--- src/rtl/gpmk_pkg.sv ---
// Package for the genotype pair match kernel: item and result types,
// work descriptors passed from front to back, state and code enums.
// No dependencies.
`default_nettype none
package gpmk_pkg;

	localparam int MAX_POSITIONS_DEF = 4096;
	localparam int MAX_ADDR_W        = 16;
	localparam int SYM_W             = 8;
	localparam int POS_W             = 12;
	localparam int COUNT_W           = 12;
	localparam int QUEUE_DEPTH       = 2;

	localparam logic [SYM_W-1:0]   SYM_ZERO  = 8'h30;
	localparam logic [SYM_W-1:0]   SYM_EMPTY = 8'h00;
	localparam logic [COUNT_W-1:0] COUNT_MAX = '1;

	typedef enum logic [1:0] {
		OP_CLEAR = 2'd0,
		OP_TRAIN = 2'd1,
		OP_CMP   = 2'd2
	} op_t;

	typedef enum logic [1:0] {
		K_CLEAR = 2'd0,
		K_TRAIN = 2'd1,
		K_CMP   = 2'd2
	} kind_t;

	typedef enum logic [1:0] {
		BK_CLEAR = 2'd0,
		BK_IDLE  = 2'd1,
		BK_EXEC  = 2'd2
	} bk_state_t;

	typedef struct packed {
		logic [1:0]       op;
		logic [POS_W-1:0] position;
		logic [SYM_W-1:0] sym_a1;
		logic [SYM_W-1:0] sym_a2;
		logic [SYM_W-1:0] sym_b1;
		logic [SYM_W-1:0] sym_b2;
		logic             last;
	} item_t;

	typedef struct packed {
		logic [COUNT_W-1:0] kernel_value;
		logic               impossible_seen;
	} result_t;

	// One classified unit of work for the back end.
	typedef struct packed {
		kind_t                 kind;
		logic [MAX_ADDR_W-1:0] addr;
		logic                  in_range;
		logic [SYM_W-1:0]      sym;
		logic                  het_hit;
		logic                  hom_hit;
		logic                  last;
	} work_t;

	typedef struct packed {
		logic [SYM_W-1:0] first;
		logic [SYM_W-1:0] second;
	} entry_t;

endpackage
`default_nettype wire

--- src/rtl/gpmk_queue.sv ---
// Short work queue between front and back end.
// Depends on gpmk_pkg.
`default_nettype none
module gpmk_queue import gpmk_pkg::*; (
	input  wire        clk,
	input  wire        arst_n,
	input  wire        push,
	input  wire work_t push_data,
	output logic       push_ready,
	output logic       pop_valid,
	input  wire        pop,
	output work_t      pop_data
);

	localparam int PW = (QUEUE_DEPTH > 1) ? $clog2(QUEUE_DEPTH) : 1;
	localparam int CW = $clog2(QUEUE_DEPTH + 1);

	work_t         slot_q [QUEUE_DEPTH];
	logic [PW-1:0] wr_ptr_q;
	logic [PW-1:0] rd_ptr_q;
	logic [CW-1:0] count_q;
	logic          do_push;
	logic          do_pop;

	assign push_ready = count_q != CW'(QUEUE_DEPTH);
	assign pop_valid  = count_q != '0;
	assign pop_data   = slot_q[rd_ptr_q];
	assign do_push    = push && push_ready;
	assign do_pop     = pop && pop_valid;

	always_ff @(posedge clk) begin
		if (do_push) begin
			slot_q[wr_ptr_q] <= push_data;
		end
	end

	always_ff @(posedge clk or negedge arst_n) begin
		if (!arst_n) begin
			wr_ptr_q <= '0;
			rd_ptr_q <= '0;
			count_q  <= '0;
		end else begin
			if (do_push) begin
				wr_ptr_q <= (wr_ptr_q == PW'(QUEUE_DEPTH - 1)) ? '0 : wr_ptr_q + 1'b1;
			end
			if (do_pop) begin
				rd_ptr_q <= (rd_ptr_q == PW'(QUEUE_DEPTH - 1)) ? '0 : rd_ptr_q + 1'b1;
			end
			if (do_push && !do_pop) begin
				count_q <= count_q + 1'b1;
			end else if (do_pop && !do_push) begin
				count_q <= count_q - 1'b1;
			end
		end
	end

endmodule
`default_nettype wire

--- config.mk ---
export PLATFORM = sky130hd
export DESIGN_NAME = gpmk_queue
export DESIGN_NICKNAME = d
export VERILOG_FILES = /design/src/rtl/gpmk_pkg.sv /design/src/rtl/gpmk_queue.sv
export SDC_FILE = /design/constraint.sdc
export NUM_CORES = 1
export LEC_CHECK = 0
export ABC_AREA = 1
export ABC_CLOCK_PERIOD_IN_PS = 2400
export BUFFER_PORTS_ARGS = -buffer_cell sky130_fd_sc_hd__buf_2
export CAP_MARGIN = 20
export CORE_ASPECT_RATIO = 0.5
export CORE_MARGIN = 3
export CORE_UTILIZATION = 46
export DETAILED_ROUTE_END_ITERATION = 12
export GPL_ROUTABILITY_DRIVEN = 1
export PLACE_DENSITY_LB_ADDON = 0.25
export SLEW_MARGIN = 20
export SYNTH_ARGS = -nofsm -noshare
export SYNTH_HDL_FRONTEND = slang
export SYNTH_SLANG_ARGS = --single-unit
--- constraint.sdc ---
create_clock -name clk -period 2.4 [get_ports clk]
set_input_delay 0.36 -clock clk [delete_from_list [all_inputs] [get_ports clk]]
set_output_delay 0.36 -clock clk [all_outputs]
set_load 0.02 [all_outputs]
==> results.md <==
* Synth area leaders: edfxtp_1 (75%), nand2_1 (16%), dfrtp_1 (4.2%)
* Commonest non-fill, non-tap cell in the layout: nand2_1
* Port Buf Inserts at 65
* Minimum period implied by the final worst setup slack at 1.85 ns
* P_leak at 1.31 nW
* RePlAce Congestion at 0.683
* Max clock buf depth at 2
* Relative slew slack at 65.0%
* Clk pwr share at 19.6%
* Grt total ovfl at 0
* Synth top area share at 75.5%
* Slowest CP cell: nor2_4
* H-tree levels at 3
* Syn_nets at 220
* Initial antenna violation count at 0
* Reg clk slew, reported paths at 0.07 ns
* Crit path max-delay family: simple AND/OR/NAND/NOR gates
* Iter 0 DRT Violations at 66
* Drt drc at 0
* Setup bufs post-CTS at 0
* Comb power frac at 37.6%
* Pre-antenna DRT Iters at 4
* Largest net degree at the start of global routing at 32
* Num CTS Buffers at 9
* Worst Path Max Fanout at 17
* Proportion of synthesized chip area in sequential cells at 79.7%
* Num ports at 66
* CTS Sinks at 64
* Worst Skew at 0.00612 ns
* Detail Route Antenna Nets at 0
* Die X at 108 um
* Final net count at 294
* Worst Hold Class: in2reg
* Pwr/cell area at 1270 nW/um2
* #FFs+latches synth at 64
* Post-synthesis cell type count at 12
* Fill cell count at 379
* Skew-Pair Late Insertion Delay at 0.32 ns
* Post-layout power at 3.78 mW
* First-pass GRT wire length at 7470 um
* Total Routing Usage GR at 16.3%
* Register share of total power at 42.8%
* Net Switching at 1.47 mW
* Worst Setup Path Type: reg2reg
* Worst path cell trace: inv_1 > nand2_1 > nand2_1 > nor2_4 > buf_4
* Yosys top cell by area: edfxtp_1
* Final setup fails at 0
* Area growth, synth to finish at 24.4%
* Syn Area/Cell at 12.9 um2
* Final Hold Viols at 0
* Share of layout cells above drive strength 1 at 31.4%
* WP data arrival at 1.86 ns
* Synthesis Warnings at 0
* Worst Max-Slew Pin Slew at 0.524 ns
* Cells after Synth at 185
* Highest clock rate at 540 MHz
* Max rail drop VDD at 0.526 mV
* TNS Setup at 0 ns
* Sw frac at 38.9%
* Root buf cell: clkbuf_8
* Synth Cell Area at 2390 um2
* Vias in the first global route at 1620
* CP Launch Type: flop
* Cell repeated most along the worst path: nand2_1
* Cell-internal power at 2.31 mW
* Via Count at 1531
* Max Slew Vio Count at 0
* Die area at 6140 um2
* CTS tree: done
* Commonest cells after routing, fill and taps aside: nand2_1 (100), buf_2 (65), edfxtp_1 (60)
* Final WL at 4690 um
* Drt via density at 4.64
* Crit path buffers/inverters at 2
* Period utilisation layout at 77.1%
* # Max-Cap Violations at 0
* Chip height at 56.9 um
* Routed len/inst at 14.2 um
* Crit path largest cell delay at 0.42 ns
* Post-DP HPWL at 3150 um
* Worst Path Required at 2.41 ns
* Crit. End Element: flop
* Status: finished clean
* Diode count at 0
* Initial Util at 50.8%
* RSZ-0062 raised after global routing: false
* Core Rows at 17
* CORE AREA at 4700 um2
==> cell families after synthesis <==
logic type,share of synthesized area [%]
xor+xnor,0.734
simple gates,16.7
buf+inv,2.36
flops,79.7
fa+ha+maj,0.524
==> final cells by class <==
| class | instances | area [um2] | share of cell area, % |
|---|---|---|---|
| clock buffers | 12 | 135 | 4.55 |
| flip-flops and latches | 64 | 1900 | 64.1 |
| inverters | 7 | 26.3 | 0.885 |
| well taps | 66 | 82.6 | 2.78 |
| repair buffers | 69 | 358 | 12.1 |
| multi-input cells | 108 | 444 | 15.0 |
| clock inverters | 4 | 21.3 | 0.716 |
==> cell usage after synthesis <==
| cell | n |
|---|---|
| dfrtp_1 | 4 |
| nand3_1 | 2 |
| inv_1 | 6 |
| buf_2 | 6 |
| nor2_1 | 2 |
| xor2_1 | 1 |
| edfxtp_1 | 60 |
| nand4_1 | 1 |
| inv_2 | 1 |
| nand2_1 | 100 |
| ha_1 | 1 |
| xnor2_1 | 1 |
==> per-layer routing <==
metal / routed length [um] / GRT usage (%) / vias up
met5: 0 / 0 / -
met4: 31 / 5.76 / 0
met3: 273 / 5.99 / 4
met2: 2610 / 29.7 / 43
met1: 1780 / 17.8 / 720
li1: - / - / 764
==> flip-flops by register name (all words and copies together), names as in the netlist <==
signal / flops
slot_q: 60
wr_ptr_q: 1
count_q: 2
rd_ptr_q: 1
==> through the flow <==
stage	instances	hold WS, ns	worst slack (ns)	instance area [um2]	utilization, %
finish	330	0.221	0.549	2970	63.2
global route	330	0.199	0.415	2970	63.2
CTS	330	0.201	0.518	2970	63.2
detailed placement	313	0.170	0.557	2800	59.6
global placement	313	0.169	0.696	2800	59.6
floorplan	185	0.0644	-0.0550	2390	-
==> repair_timing <==
item                      in CTS  in global routing
gates resized for setup        0                  0
hold buffers                   1                  0
hold endpoints to repair       4                  0
==> power by group through the flow <==
stage               logic, mW  registers (mW)  clock network [mW]
detailed placement       1.44            1.64                   0
finish                   1.42            1.62               0.738
floorplan               0.947            1.62                   0
CTS                      1.45            1.62               0.763
global route             1.56            1.64               0.820
global placement         1.40            1.62                   0
==> path summary, 6_finish.rpt <==
kind                                from       endpoint  slack, ns  cells past startpoint
min in group asynchronous         arst_n     count_q[1]       0.38                      2
min                        push_data[25]  slot_q[0][25]       0.22                      1
max reg2reg                   count_q[0]   slot_q[0][0]       0.55                      5
max in group asynchronous         arst_n       wr_ptr_q       1.90                      2
min reg2reg                   count_q[0]     count_q[0]       0.53                      1
max                           count_q[0]   slot_q[0][0]       0.55                      5
(Power assumes the default switching activity.)
