### src/rtl/gpmk_pkg.sv
// Package for the genotype pair match kernel: item and result types,
// work descriptors passed from front to back, state and code enums.
// No dependencies.
`default_nettype none
package gpmk_pkg;

	localparam int MAX_POSITIONS_DEF = 4096;
	localparam int MAX_ADDR_W        = 16;
	localparam int SYM_W             = 8;
	localparam int POS_W             = 12;
	localparam int COUNT_W           = 12;
	localparam int QUEUE_DEPTH       = 2;

	localparam logic [SYM_W-1:0]   SYM_ZERO  = 8'h30;
	localparam logic [SYM_W-1:0]   SYM_EMPTY = 8'h00;
	localparam logic [COUNT_W-1:0] COUNT_MAX = '1;

	typedef enum logic [1:0] {
		OP_CLEAR = 2'd0,
		OP_TRAIN = 2'd1,
		OP_CMP   = 2'd2
	} op_t;

	typedef enum logic [1:0] {
		K_CLEAR = 2'd0,
		K_TRAIN = 2'd1,
		K_CMP   = 2'd2
	} kind_t;

	typedef enum logic [1:0] {
		BK_CLEAR = 2'd0,
		BK_IDLE  = 2'd1,
		BK_EXEC  = 2'd2
	} bk_state_t;

	typedef struct packed {
		logic [1:0]       op;
		logic [POS_W-1:0] position;
		logic [SYM_W-1:0] sym_a1;
		logic [SYM_W-1:0] sym_a2;
		logic [SYM_W-1:0] sym_b1;
		logic [SYM_W-1:0] sym_b2;
		logic             last;
	} item_t;

	typedef struct packed {
		logic [COUNT_W-1:0] kernel_value;
		logic               impossible_seen;
	} result_t;

	// One classified unit of work for the back end.
	typedef struct packed {
		kind_t                 kind;
		logic [MAX_ADDR_W-1:0] addr;
		logic                  in_range;
		logic [SYM_W-1:0]      sym;
		logic                  het_hit;
		logic                  hom_hit;
		logic                  last;
	} work_t;

	typedef struct packed {
		logic [SYM_W-1:0] first;
		logic [SYM_W-1:0] second;
	} entry_t;

endpackage
`default_nettype wire

### src/rtl/gpmk_front.sv
// Front end: accepts items, drops those with no effect, and classifies
// compare pairs into work descriptors. Depends on gpmk_pkg.
`default_nettype none
module gpmk_front import gpmk_pkg::*; #(
	parameter int MAX_POSITIONS = MAX_POSITIONS_DEF
) (
	input  wire item_t item,
	input  wire        item_valid,
	output logic       item_ready,
	input  wire        init_done,
	input  wire        push_ready,
	output logic       push,
	output work_t      push_data
);

	logic [MAX_ADDR_W:0] pos_ext;
	logic                in_range;
	logic                het_a;
	logic                het_b;
	logic                keep;

	assign pos_ext  = (MAX_ADDR_W+1)'(item.position);
	assign in_range = pos_ext < (MAX_ADDR_W+1)'(MAX_POSITIONS);

	// Pair tests are order-free, so no sort is needed here.
	assign het_a = (item.sym_a1 != item.sym_a2) || (item.sym_a1 == SYM_ZERO)
		|| (item.sym_a2 == SYM_ZERO);
	assign het_b = (item.sym_b1 != item.sym_b2) || (item.sym_b1 == SYM_ZERO)
		|| (item.sym_b2 == SYM_ZERO);

	always_comb begin
		push_data          = '0;
		push_data.addr     = MAX_ADDR_W'(item.position);
		push_data.in_range = in_range;
		push_data.sym      = item.sym_a1;
		push_data.het_hit  = het_a && het_b;
		push_data.hom_hit  = !(het_a && het_b) && (item.sym_a1 == item.sym_a2)
			&& (item.sym_b1 == item.sym_b2) && (item.sym_a1 == item.sym_b1);
		push_data.last     = item.last;
		keep               = 1'b0;
		unique case (item.op)
			OP_CLEAR: begin
				push_data.kind = K_CLEAR;
				keep           = 1'b1;
			end
			OP_TRAIN: begin
				push_data.kind = K_TRAIN;
				keep           = in_range && (item.sym_a1 != SYM_ZERO);
			end
			OP_CMP: begin
				push_data.kind = K_CMP;
				keep           = 1'b1;
			end
			default: begin
				push_data.kind = K_CMP;
				keep           = 1'b0;
			end
		endcase
	end

	// Hold off until the power-up sweep is done and the queue has room.
	assign item_ready = init_done && push_ready;
	assign push       = item_valid && item_ready && keep;

endmodule
`default_nettype wire

### config.mk
export PLATFORM = sky130hd
export DESIGN_NAME = gpmk_front
export DESIGN_NICKNAME = d
export VERILOG_FILES = /design/src/rtl/gpmk_pkg.sv /design/src/rtl/gpmk_front.sv
export SDC_FILE = /design/constraint.sdc
export NUM_CORES = 1
export LEC_CHECK = 0
export BUFFER_PORTS_ARGS = -buffer_cell sky130_fd_sc_hd__buf_2
export CORE_UTILIZATION = 35
export DETAILED_ROUTE_END_ITERATION = 10
export GPL_TIMING_DRIVEN = 1
export PLACE_DENSITY_LB_ADDON = 0.1
export SLEW_MARGIN = 0
export SYNTH_ARGS = -nofsm -noshare
export SYNTH_HDL_FRONTEND = slang
export SYNTH_SLANG_ARGS = --single-unit
### constraint.sdc
create_clock -name vclk -period 2.9
set_clock_uncertainty 0.05 [all_clocks]
set_input_delay 0.29 -clock vclk [all_inputs]
set_output_delay 0.29 -clock vclk [all_outputs]
set_load 0.03 [all_outputs]
==> results of run 1 <==
[kinds of logic after synthesis]
kind of cell,after synthesis,share of synthesized area (%)
simple gates,27,25.99
buf+inv,27,33.06
xor+xnor,24,34.93
compound gates,3,4.780
other cells,2,1.248
[critical path, stage by stage]
cell and delay (ns):
sky130_fd_sc_hd__buf_2 0.13, sky130_fd_sc_hd__xor2_1 0.16, sky130_fd_sc_hd__nor4_2 0.26, sky130_fd_sc_hd__nand2_1 0.09, sky130_fd_sc_hd__a2111oi_2 0.32, sky130_fd_sc_hd__buf_2 0.25
[report_power, final]
part           internal (mW)  total, mW  switching [mW]
clock network              0          0               0
logic                 0.0424      0.109          0.0662
registers                  0          0               0
[final timing paths]
check / cells past startpoint / slack, ns / start / end
max: 6 / 1.05 / item[32] / push_data[1]
min: 0 / 0.53 / item[0] / push_data[0]
[per-layer routing]
| layer | GRT usage (%) | routed length, um | vias up |
|---|---|---|---|
| li1 | - | - | 307 |
| met1 | 19.00 | 578 | 238 |
| met2 | 24.85 | 603 | 32 |
| met3 | 0.8333 | 118 | 0 |
| met4 | 1.875 | 0 | 0 |
| met5 | 0 | 0 | - |
[cells in the final DEF (no fill, tap or decap), drive strengths merged, types with 4 or more instances in the layout]
master / synthesis / routed
nor2: 4 / 4
nand2: 6 / 6
buf: 26 / 51
nor4: 10 / 10
nand4: 4 / 4
xor2: 24 / 24
conb: 2 / 5
[layout make-up]
type / count / area share [%]
multi-input combinational: 59 / 60.07
tap: 16 / 2.904
timing repair buffer: 51 / 37.02
==> results, run 1 <==
- The initial utilization of the core area, before any placement, comes to 38.60%.
- The finished layout holds 126 standard cells, fillers aside.
- The layout cell share with drive strength beyond 1 is 49.09%.
- The first global-routing pass estimated 2.152 mm of wire.
- The type of the most critical hold path is input pin to output port.
- The final net count is roughly 160.
- The cell accounting for the most synthesized area is sky130_fd_sc_hd__xor2_1.
- After synthesis, flip-flops and latches occupy 0% of the total area.
- In the final layout, flip-flops and latches occupy 0 um2.
- The top-level port count is 82.
- The worst setup path is of the input pin to output port kind.
- The congestion estimate from routability-driven global placement came to roughly 0.7.
- Counting every instance in the synthesized netlist gives 83.
- Once routing completed, OpenROAD measured the worst setup slack at about 1.1 ns.
- STA classifies the critical path startpoint as an input pin.
- The mean instance size in the synthesized netlist is 7.251 um2.
- The number of hold buffers added after CTS was 0.
- Once layout is complete, the utilization of the core stands at 44.22%.
- After legalization and detailed placement, the total HPWL measured 1.181 mm.
- During synthesis, Yosys emitted a total of 0 warnings.
- The run finished, with violations left.
- Ranked by total cell area, the synthesized netlist is headed by sky130_fd_sc_hd__xor2_1 35%, sky130_fd_sc_hd__buf_4 32%, sky130_fd_sc_hd__nor4_1 8.3%.
- The total of buffers placed on input and output ports is roughly 50.
- Final hold analysis gives a worst-case slack of about 0.53 ns.
- There are 0 flip-flops and latches.
- Once layout is done, the placed cells without fillers occupy roughly 700 um2.
- Data arrives at the worst endpoint at 1.51 ns.
- The number of global-route vias before repair came to ~550.
- The layout overhead on the synthesized area is 14.55%.
- The first detailed-routing pass took 7 iterations.
- After detailed routing, the number of remaining DRC violations is 10.
- The number of hold violations in the final report is 0.
- Wires add up to 1.300 mm.
- Row generation in the floorplan step produced 14 rows.
- The number of pins exceeding their max-slew limit in the final report came to 0.
- Across the VDD grid, the largest voltage drop is 70.32 uV.
- The final global-route overflow total is 0.
- The placement-stage worst setup slack is about 1.0 ns.
- Fill cells in the final layout number 176.
- The number of vias in the routed layout is 577.
- The buffer count from post-CTS setup fixing is 0.
- Counting instances in the post-synthesis netlist gives the leading cell types as 26 x sky130_fd_sc_hd__buf_4, 24 x sky130_fd_sc_hd__xor2_1, 8 x sky130_fd_sc_hd__nor4_1, 6 x sky130_fd_sc_hd__nand2_1.
- The combined area of all synthesized cells is 601.8 um2.
- The width of the chip is 43.47 um.
- Setup violations remaining at the end of the flow were counted as 0.
- For this design the static power due to leakage is 0.3666 nW.
- After detailed routing, the average wire length per cell comes to roughly 10 um.
- Counting distinct cell types in the post-synthesis netlist gives 15.
- STA classifies the critical path endpoint as an output port.
- The checks that failed: design-rule violations.
- The placed instance area is 689.4 um2.
- The core region is approximately 1600 um2.
- For the final routed database, the setup TNS stands at 0 ns.
- The number of antenna violations at the first check in global routing is 0.
- Entering global routing, the biggest net connects 5 pins.
- The largest driver fanout on the critical path is 4.
- The global-route usage over all layers is 13.99%.
- For the worst setup path, the data required time is about 2.6 ns.
- The final period utilization is 63.78%.
- Overall power consumption after layout is estimated at approximately 0.11 mW.
- Setup repair after global routing left no endpoint under its margin.
- The number of resized instances in the post-cts repair step is 0.
- The number of antenna diodes in the final layout is 0.
- Based on the critical path, the design can be clocked at up to 540.7 MHz.
- The tool flagged a number of max-cap violations equal to 0.
- Counting the clock-network buffers in the layout gives 0.
- Dividing total power by cell area gives a power density of approximately 160 nW/um2.
- The residual antenna-violating net count after detailed routing is 0.
- The total placed cells including tap cells is 126.
- The detailed-route vias per instance is between 4 and 5.
- The most used standard cell by instance count after synthesis is sky130_fd_sc_hd__buf_4.
- After the first detailed-routing iteration, the DRC count stood at 12.
- The multi-input gate area in the final layout is around 410 um2.
- The die span in y is 43.47 um.
- In this run the biggest area consumer among cell types represents between 30% and 40% of the synthesized area.
- The clock period could shrink to around 1.8 ns.
- The die covers 1889 um2.
Note: power is estimated with default switching activity, not from simulation.
==> run 2: changes to the inputs <==
- ABC_AREA: not set -> 1
- CORE_ASPECT_RATIO: not set -> 0.75
- CORE_UTILIZATION: 35 -> 39
- clock period: 2.9 -> 1.88 ns (I/O delays scaled with it)
==> run 2 against run 1 <==
Effect of this change: the flow now finishes without violations; die area is 26% higher; worst setup slack got worse by 0.56 ns; non-clock buffer count unchanged; clock-buffer cell count did not move; cell count increased by 88%; global-route usage increased by 0.45 points; power is 99% higher; first-iteration DRC count unchanged; routed wire length rose by 38%.
==> results, run 2 <==
- The run finished with clean final reports.
- The layout overhead on the synthesized area is 11.40%.
- Leaving out fill and tap cells, the most frequent cells in the layout are 84 x sky130_fd_sc_hd__nand2_1, 51 x sky130_fd_sc_hd__buf_2, 35 x sky130_fd_sc_hd__inv_1.
- The internal power of the cells is 0.08020 mW.
- The final global-route overflow total is 0.
- The startpoint identified for the worst hold timing path is item[35].
- The site row count is 14.
- Data on the critical path arrives at its endpoint at ~1.2 ns.
- The finished cells cover 953.4 um2.
- The largest net degree at the start of global routing is 7.
- During synthesis, Yosys emitted a total of 0 warnings.
- The layout has 243 filler cells.
- Power spread over the standard cell area amounts to roughly 230 nW/um2.
- The capture point of the critical path is push_data[1].
- The multi-input gate area in the final layout is 529.3 um2.
- After synthesis, the largest area contributor takes up 36.84% of total cell area.
- The number of max-capacitance violations reported is 0.
- Global routing used 14.44% of the available tracks.
- The count of mapped cells out of synthesis is 186.
- The sequential fraction of the synthesis area is 0%.
- The number of global-route vias before repair is 784.
- Net switching is 62.79% of the power.
- The critical path class is input pin to output port.
- Including well taps, the total number of placed cells is between 200 and 250.
- The type of the most critical hold path is input pin to output port.
- After detailed placement, the total cell area comes to 953.4 um2.
- Before antenna repair, the detailed router went through 4 iterations.
- The total DRC errors in the routed layout is 0.
- Registers take 0 um2.
- The detailed-route vias per instance is 4.177.
- The most used standard cell by instance count after synthesis is sky130_fd_sc_hd__nand2_1.
- The clock network fraction of total power is 0%.
- The share of total power dissipated in combinational logic is 100.0%.
- The count of hold buffers inserted by post-cts repair is 0.
- The switching power is 0.1353 mW.
- The start point of the critical path is item[26].
- The number of antenna violations at the first check in global routing is 0.
- The clock buffer count in the final layout is 0.
- The final weighted congestion in routability-driven placement is 0.7029.
- The worst-case IR drop observed on VDD is 99.94 uV.
- Setup repair after global routing left no endpoint under its margin.
- The number of diodes is 0.
- Yosys mapped the design onto 12 distinct sky130hd cell types.
- The floorplan step defined a die boundary enclosing 2388 um2.
- Of the cells placed in the final design, the portion with a size suffix greater than 1 is 24.88%.
- The detailed-route wire length per cell is between 7 and 8 um.
- The detailed router placed 990 vias in this run.
- The width of the chip is 56.09 um.
- For this configuration, the core starts out at a cell density of a little over two fifths.
- The total of buffers placed on input and output ports is 51.
- In this run the cell area of the synthesized design comes to 855.8 um2.
- The placeable core region is 2032 um2.
- The net count of the finished layout is 265.
- The routed wire length is between 1.5 and 2 mm.
- The mean instance size in the synthesized netlist is 4.601 um2.
- After synthesis, the most frequently instantiated cells are 84 x sky130_fd_sc_hd__nand2_1, 35 x sky130_fd_sc_hd__inv_1, 26 x sky130_fd_sc_hd__buf_4, 18 x sky130_fd_sc_hd__nor2_1.
- Cells fill 46.92% of the core in the end.
- The floorplan step set the die height to 42.57 um.
- The wire-length estimate of the detail-placed layout is 1.609 mm.
- The first global-routing pass estimated 2.946 mm of wire.
- Once detail routing completed, the nets flagged for antenna violations numbered 0.
- Dividing the final minimum period by the clock period gives 74.06%.
- In this run, post-CTS repair resized a total of 0 instances.
- The critical path endpoint category is an output port.
- The buffer count from post-CTS setup fixing is 0.
- The final-report setup violation count is 0.
- The top-level port count is 82.
- The number of hold violations in the final report is 0.
- Timing would allow up to 718.2 MHz.
- The number of pins exceeding their max-slew limit in the final report was 0.
- For the worst setup path, the data required time is 1.64 ns.
- Leaving out fill and tap cells, the most frequent cell in the layout is sky130_fd_sc_hd__nand2_1.
- Sorting the synthesized cells by area gives the leading types as sky130_fd_sc_hd__nand2_1 37%, sky130_fd_sc_hd__buf_4 23%, sky130_fd_sc_hd__inv_1 15%.
- The routed design could run at a clock period as short as 1.392 ns.
- The design has 0 sequential cells.
- The element type at the critical path start is an input pin.
- Of all nets on the critical path, the largest fanout is 4.
- Adding up every negative setup slack in the final design gives 0 ns.
- In this run, the number of DRC markers left after iteration 0 of detailed routing was 12.
- The sequential share of power is 0%.
- The number of non-filler instances in the completed layout is between 200 and 250.
- Of all cell types, the one taking the most synthesized area is sky130_fd_sc_hd__nand2_1.
- The analysis attributes to cell leakage a power of 0.7025 nW.
-- run 2: cell count changes in the layout (fill, tap and decap cells not counted), moves of 4 or more --
cell                      before  now
sky130_fd_sc_hd__nor3_1        0    4
sky130_fd_sc_hd__xor2_1       24    5
sky130_fd_sc_hd__nor2_1        4   18
sky130_fd_sc_hd__nand4_1       4    0
sky130_fd_sc_hd__nor4_1        8    0
sky130_fd_sc_hd__inv_1         0   35
sky130_fd_sc_hd__nand2_1       6   84
sky130_fd_sc_hd__xnor2_1       0    5
-- run 2: logic make-up (layout without fill, tap and decap cells) --
logic type      count (synthesis)  in the layout  share of synthesized area, %
buf+inv                        64             88                         39.47
simple gates                  109            109                         48.83
compound gates                  1              1                        0.5842
other cells                     2              5                        0.8775
xor+xnor                       10             10                         10.23
-- run 2: worst min-delay path by stage --
stage	cells after the start	endpoint	slack (ns)
global route	0	push_data[15]	0.33
global placement	0	push_data[13]	0.33
finish	0	push_data[14]	0.33
detailed placement	0	push_data[13]	0.33
floorplan	1	push_data[28]	0.44
CTS	0	push_data[13]	0.33
-- run 2: final cells by class --
cell class,instances,share of cell area [%]
Timing Repair Buffer,51,26.77
Multi-Input combinational cell,125,55.51
Inverter,37,14.57
Tap cell,24,3.150
-- run 2: worst max-delay path, stage by stage --
cell and delay, ns:
sky130_fd_sc_hd__buf_2 0.12, sky130_fd_sc_hd__inv_1 0.08, sky130_fd_sc_hd__nand2_1 0.05, sky130_fd_sc_hd__nand2_1 0.07
sky130_fd_sc_hd__inv_1 0.04, sky130_fd_sc_hd__nor2_1 0.10, sky130_fd_sc_hd__nand2_1 0.06, sky130_fd_sc_hd__nor2_1 0.09
sky130_fd_sc_hd__nand3_1 0.07, sky130_fd_sc_hd__nor2_1 0.09, sky130_fd_sc_hd__buf_2 0.20
-- run 2: power by group through the flow --
stage	Sequential, mW	Combinational (mW)	Clock [mW]
2_1_floorplan	0	0.203	0
3_3_place_gp	0	0.214	0
3_5_place_dp	0	0.217	0
4_1_cts	0	0.217	0
5_1_grt	0	0.243	0
6_report	0	0.216	0
-- run 2: layer usage --
| layer | global-route usage (%) | wire length (um) | share of wire, % |
|---|---|---|---|
| met2 | 26.19 | 761 | 43 |
| met4 | 3.415 | 24 | 1.3 |
| met5 | 0 | 0 | 0 |
| met3 | 0.3086 | 122 | 6.8 |
| met1 | 19.05 | 881 | 49 |
-- run 2: through the flow --
stage	setup WS (ns)	total power, mW	hold WS (ns)
final	0.4877	0.2155	0.3260
after floorplan	0.3873	0.2035	0.4449
after global placement	0.4607	0.2137	0.3262
after detailed placement	0.4848	0.2168	0.3262
after CTS	0.4781	0.2175	0.3262
after global routing	0.3226	0.2430	0.3260
